`config.mk`:
```
export PLATFORM = sky130hd
export DESIGN_NAME = oist_cell
export DESIGN_NICKNAME = d
export VERILOG_FILES = /design/src/hdl/assert_macros.svh /design/src/hdl/oist_pkg.sv /design/src/hdl/oist_cell.sv
export SDC_FILE = /design/constraint.sdc
export NUM_CORES = 1
export LEC_CHECK = 0
export BUFFER_PORTS_ARGS = -buffer_cell sky130_fd_sc_hd__buf_2
export CAP_MARGIN = 20
export CELL_PAD_IN_SITES_DETAIL_PLACEMENT = 1
export CELL_PAD_IN_SITES_GLOBAL_PLACEMENT = 1
export CORE_UTILIZATION = 33
export DETAILED_ROUTE_END_ITERATION = 10
export PLACE_DENSITY_LB_ADDON = 0.1
export SKIP_CTS_REPAIR_TIMING = 1
export SLEW_MARGIN = 15
export SYNTH_ARGS = -nofsm -noshare
export SYNTH_HDL_FRONTEND = slang
export SYNTH_SLANG_ARGS = --single-unit
```
`constraint.sdc`:
```
create_clock -name clk -period 3.7 [get_ports clk]
set_input_delay 0.185 -clock clk [delete_from_list [all_inputs] [get_ports clk]]
set_output_delay 0.185 -clock clk [all_outputs]
set_load 0.01 [all_outputs]
```
`src/hdl/assert_macros.svh`:
```
// Assertion macros shared by the RTL files of the ordered integer set table.
// Depends on nothing; the SYNTH macro selects empty bodies for synthesis.
`ifndef ASSERT_MACROS_SVH
`define ASSERT_MACROS_SVH
`ifndef SYNTH
// Same-cycle implication, disabled during reset.
`define ASSERT_IMPLIES(label, clk, rst, ante, cons) \
  label: assert property (@(posedge clk) disable iff (rst) (ante) |-> (cons)) \
    else $error("implication check failed");
// Next-cycle implication, disabled during reset.
`define ASSERT_NEXT(label, clk, rst, ante, cons) \
  label: assert property (@(posedge clk) disable iff (rst) (ante) |=> (cons)) \
    else $error("next-cycle check failed");
`else
`define ASSERT_IMPLIES(label, clk, rst, ante, cons)
`define ASSERT_NEXT(label, clk, rst, ante, cons)
`endif
`endif

```
`src/hdl/oist_pkg.sv`:
```
// Package of the ordered integer set table: capacity, widths, codes and types.
// Depends on nothing; used by the cell and the top level.
`default_nettype none
package oist_pkg;

  localparam int CAPACITY = 64;
  localparam int IDX_W    = $clog2(CAPACITY);
  localparam int CNT_W    = $clog2(CAPACITY + 1);
  localparam int POS_W    = 6;
  localparam int CMP_W    = (CNT_W > POS_W) ? CNT_W : POS_W;

  typedef enum logic [2:0] {
    OP_ADD      = 3'd0,
    OP_CONTAINS = 3'd1,
    OP_REMOVE   = 3'd2,
    OP_GET      = 3'd3,
    OP_LENGTH   = 3'd4,
    OP_CLEAR    = 3'd5
  } op_t;

  typedef enum logic [1:0] {
    STAT_OK    = 2'd0,
    STAT_FULL  = 2'd1,
    STAT_RANGE = 2'd2
  } status_t;

  typedef enum logic {
    ST_IDLE = 1'b0,
    ST_EXEC = 1'b1
  } state_t;

  // Broadcast control from the sequencer to every cell of the row.
  typedef struct packed {
    logic        capture;
    logic [31:0] key;
    logic        add_go;
    logic        remove_go;
    logic        clear_go;
  } cell_ctrl_t;

endpackage
`default_nettype wire

```
`src/hdl/oist_cell.sv`:
```
// One cell of the set table row: holds one entry, its occupied flag and match.
// Depends on oist_pkg.
`default_nettype none
module oist_cell (
  input  wire logic               clk,
  input  wire logic               rst,
  input  wire oist_pkg::cell_ctrl_t ctrl,
  input  wire logic               prev_occ,
  input  wire logic               seen_in,
  input  wire logic               next_occ,
  input  wire logic [31:0]        next_value,
  output logic [31:0]             value,
  output logic                    occ,
  output logic                    seen_out
);
  import oist_pkg::*;

  logic match;
  logic add_here;
  logic shift_here;

  // The first free cell is the one whose left neighbor is occupied.
  assign add_here   = ctrl.add_go && prev_occ && !occ;
  assign seen_out   = seen_in | match;
  assign shift_here = ctrl.remove_go && seen_out;

  always_ff @(posedge clk) begin
    if (shift_here) begin
      value <= next_value;
    end else if (add_here) begin
      value <= ctrl.key;
    end
  end

  always_ff @(posedge clk) begin
    if (rst) begin
      occ   <= 1'b0;
      match <= 1'b0;
    end else begin
      if (ctrl.capture) begin
        match <= occ && (value == ctrl.key);
      end
      if (ctrl.clear_go) begin
        occ <= 1'b0;
      end else if (shift_here) begin
        occ <= next_occ;
      end else if (add_here) begin
        occ <= 1'b1;
      end
    end
  end

endmodule
`default_nettype wire

```
* After elaboration in Yosys (flattened, before gate mapping)
Index checks and enable logic that the tools add are counted.
** Word-level totals
- Flip-flop bits (word level) :: 34
- Input bits :: 73
- Output and inout port bits :: 34
- Logic and storage cells :: 16
** Operators by class
- Equality and inequality tests :: 1
- Multiplexer cells :: 4
- Bitwise gates (word level) :: 1
- Reduce and logical (&&, ||, !) cells :: 7
** Operators with widths (number)
- 32-bit 2-to-1 mux :: 2
- 32-bit equality test :: 1
- 1-bit logical AND :: 4
- 1-bit 2-to-1 mux :: 2
- 2-bit nonzero test :: 1
- 2-bit OR reduction :: 1
- 1-bit zero test :: 1
- 1-bit bitwise OR :: 1

* Longest topological paths before layout
- Depth in word-level cells :: 4
- Mapped depth :: 5
- Gate-level depth less buffers :: 5

* Worst setup path after synthesis
No wires, ideal clock.
- Kind :: register -> register
- Start :: register occ
- End :: register value[0] (enable)
- Library setup time :: 0.466 ns
- Data arrival time :: 2.658 ns
- Required time :: 3.234 ns
- Slack :: 0.577 ns
- Stages on the path, launching flop included :: 2
- Path buffers :: 0
- Period minus slack after synthesis :: 3.123 ns
- Cell sequence :: dfxtp_1 o21ai_0
** Between the ends
- Cells in the longest elaborated chain, start to end :: 3
** RTL lines
- start, declared :: line oist_cell.sv:13 : output logic occ,
- start signal, assigned :: line oist_cell.sv:46 : occ <= next_occ;
- 1-bit zero test :: line oist_cell.sv:23 : assign add_here = ctrl.add_go && prev_occ && !occ;
- 1-bit logical AND :: line oist_cell.sv:23
- 2-bit nonzero test (no line)
- end signal, assigned :: line oist_cell.sv:29 : value <= next_value;
- end signal, assigned :: line oist_cell.sv:31 : value <= ctrl.key;
- end, declared :: line oist_cell.sv:12 : output logic [31:0] value,
Every way passes these cells.
A chain may end at the register's enable or synchronous reset.

* Worst setup path after layout
- Start :: register occ
- End :: register value[30] (enable)
Same word-level chain as after synthesis.

==> run metrics <==
status completed; # fillers 581; TNS Setup 0 ps; Post-route DRC 0; Hold Crit Class in2reg; top-area cell type share of the netlist area 52.0%; ys async rst share 0%; max cap viols 0; syn avg cell area approximately 15 um2; routed via count around 1400; I/O Buffers 106; final core occ between 40% and 50%; DP Cell Count 296; Post-Syn Instances 123; vias in the first global route 1568; Avg WL per Cell 14.7 um; total wire length 4440 um; Slew @ Worst Pin 1040 ps; synthesized area 1850 um2; RSZ-0062 raised after global routing no; Final Net Count ~300; CP endpoint kind register; # H-tree levels 2; synth warn 0; critical path class reg2reg; Top delay family on crit path compound AO/OA/AOI/OAI gates; hold wc startpoint ctrl[0]; Tcrit/Tclk final a little over two fifths; root buffer cell clkbuf_8; Starting Density 35.3%; pin count of the biggest net entering global routing 36; first-pass GRT wire length roughly 7100 um; Worst-path clk slew 70 ps; Relative slew margins 30.1%; library cells used by synthesis 19; CTS sink cnt 34; 1st-iter DRT viols 27; # diodes 0; Final Setup Violations 0; Num CTS Buffers 5; CTS max path bufs 2; worst-path maximum fanout 32; number of I/O pins 107; clk_lat worst skew 270 ps; Via density roughly 4.6; FF-to-FF Start occ; Crit. Startpoint occ; Worst Skew 4.17 ps; top post-synthesis cells by area edfxtp_1 52%, mux2_2 18%, xnor2_1 11%, xor2_1 4.3%, buf_8 2.4%; synthesis-to-finish area growth 35.8%; Hold Slack 83.8 ps; Main synth FF type edfxtp_1; fin cells 303; DP Area 2430 um2; post-place setup slack ~2100 ps; core box area roughly 5200 um2; Pwr per Cell Area 366 nW/um2; Seq/Total Area, Yosys around 54%; Seq cells post-synth 34; Leak roughly 1.0 nW; Max Clock Freq roughly 0.63 GHz; CTS tree built; Power Total 0.918 mW; Commonest cells post-synth 32 x edfxtp_1, 30 x mux2_2, 23 x xnor2_1; Startpoint Class register; crit-path cells o21ai_4; final instance area 2510 um2; max incr delay on CP 840 ps; Worst EP required 3590 ps; DIE HEIGHT 76.8 um; gpl congestion between 0.7 and 0.8; die area 5900 um2; maximum VDD drop approximately 0.18 mV; Post-Syn Nets 196; CP arrival 1480 ps; post-synth top area cell edfxtp_1; Remaining Overflow, GRT 0; most frequent cell after synthesis edfxtp_1; worst path bufs/invs 0; share of cells above drive strength 1 a little over three fifths; Hold Fails Final Rpt 0; Final min period between 1500 and 2000 ps; DP HPWL roughly 3500 um; initial antenna violation count 0; num rows 26; Post-DRT Antenna Nets 0; Die X 76.8 um; final max-slew violation count 0; slowest CP cell o21ai_4; number of flops mapped to enable cells by yosys 32; overall fraction of global-route tracks in use 15.6%; final worst slack 2120 ps; Pre-antenna DRT Iters 3
==> layout make-up <==
type                       instances  area (um2)  share of cell area [%]
sequential                        34        1000                    39.9
multi-input combinational         86         812                    32.4
timing repair buffer             106         531                    21.2
tap                               70        87.6                    3.49
clock buffer                       7        76.3                    3.04
==> state kept, by name, summed over array words and instances, names as in the netlist <==
register,flops
match,1
occ,1
value,32
==> cell families after synthesis <==
group                  share of synthesized area (%)
flip-flops                                      54.2
buffers and inverters                           2.44
AO/OA/AOI/OAI                                   2.30
XOR/XNOR                                        15.2
multiplexers                                    19.5
AND/OR/NAND/NOR                                 6.37
==> per-layer routing <==
metal  global-route usage (%)  part of all wire (%)  wire length, um
met4                     5.77                   1.5               65
met5                        0                     0                0
met3                     3.81                   6.5              287
met1                     15.8                    39             1730
met2                     30.3                    53             2360
==> report_power, final <==
part	total (mW)	internal, mW	leakage, nW	switching, mW
logic	0.186	0.0987	0.665	0.0870
clock network	0.254	0.130	0.0383	0.124
registers	0.479	0.460	0.325	0.0190
total	0.918	0.688	1.03	0.230
==> placed cells by master, fill, tap and decap left out, drive strengths merged <==
cell type,netlist,final
mux2,32,32
buf,3,106
nand4,6,6
a21oi,1,1
or2,1,1
edfxtp,32,32
o21ai,2,2
nor2,2,2
nand2,4,4
clkbuf,0,7
a2111oi,1,1
nor4,4,4
dfxtp,2,2
xnor2,23,23
nand3,1,1
xor2,9,9
==> worst paths after layout <==
path                    end  slack, ps  cells after the start
setup reg to reg  value[30]       2120                      1
hold / removal          occ         80                      2
hold reg to reg       match        450                      2
setup / recovery  value[30]       2120                      1
(Power assumes the default switching activity.)
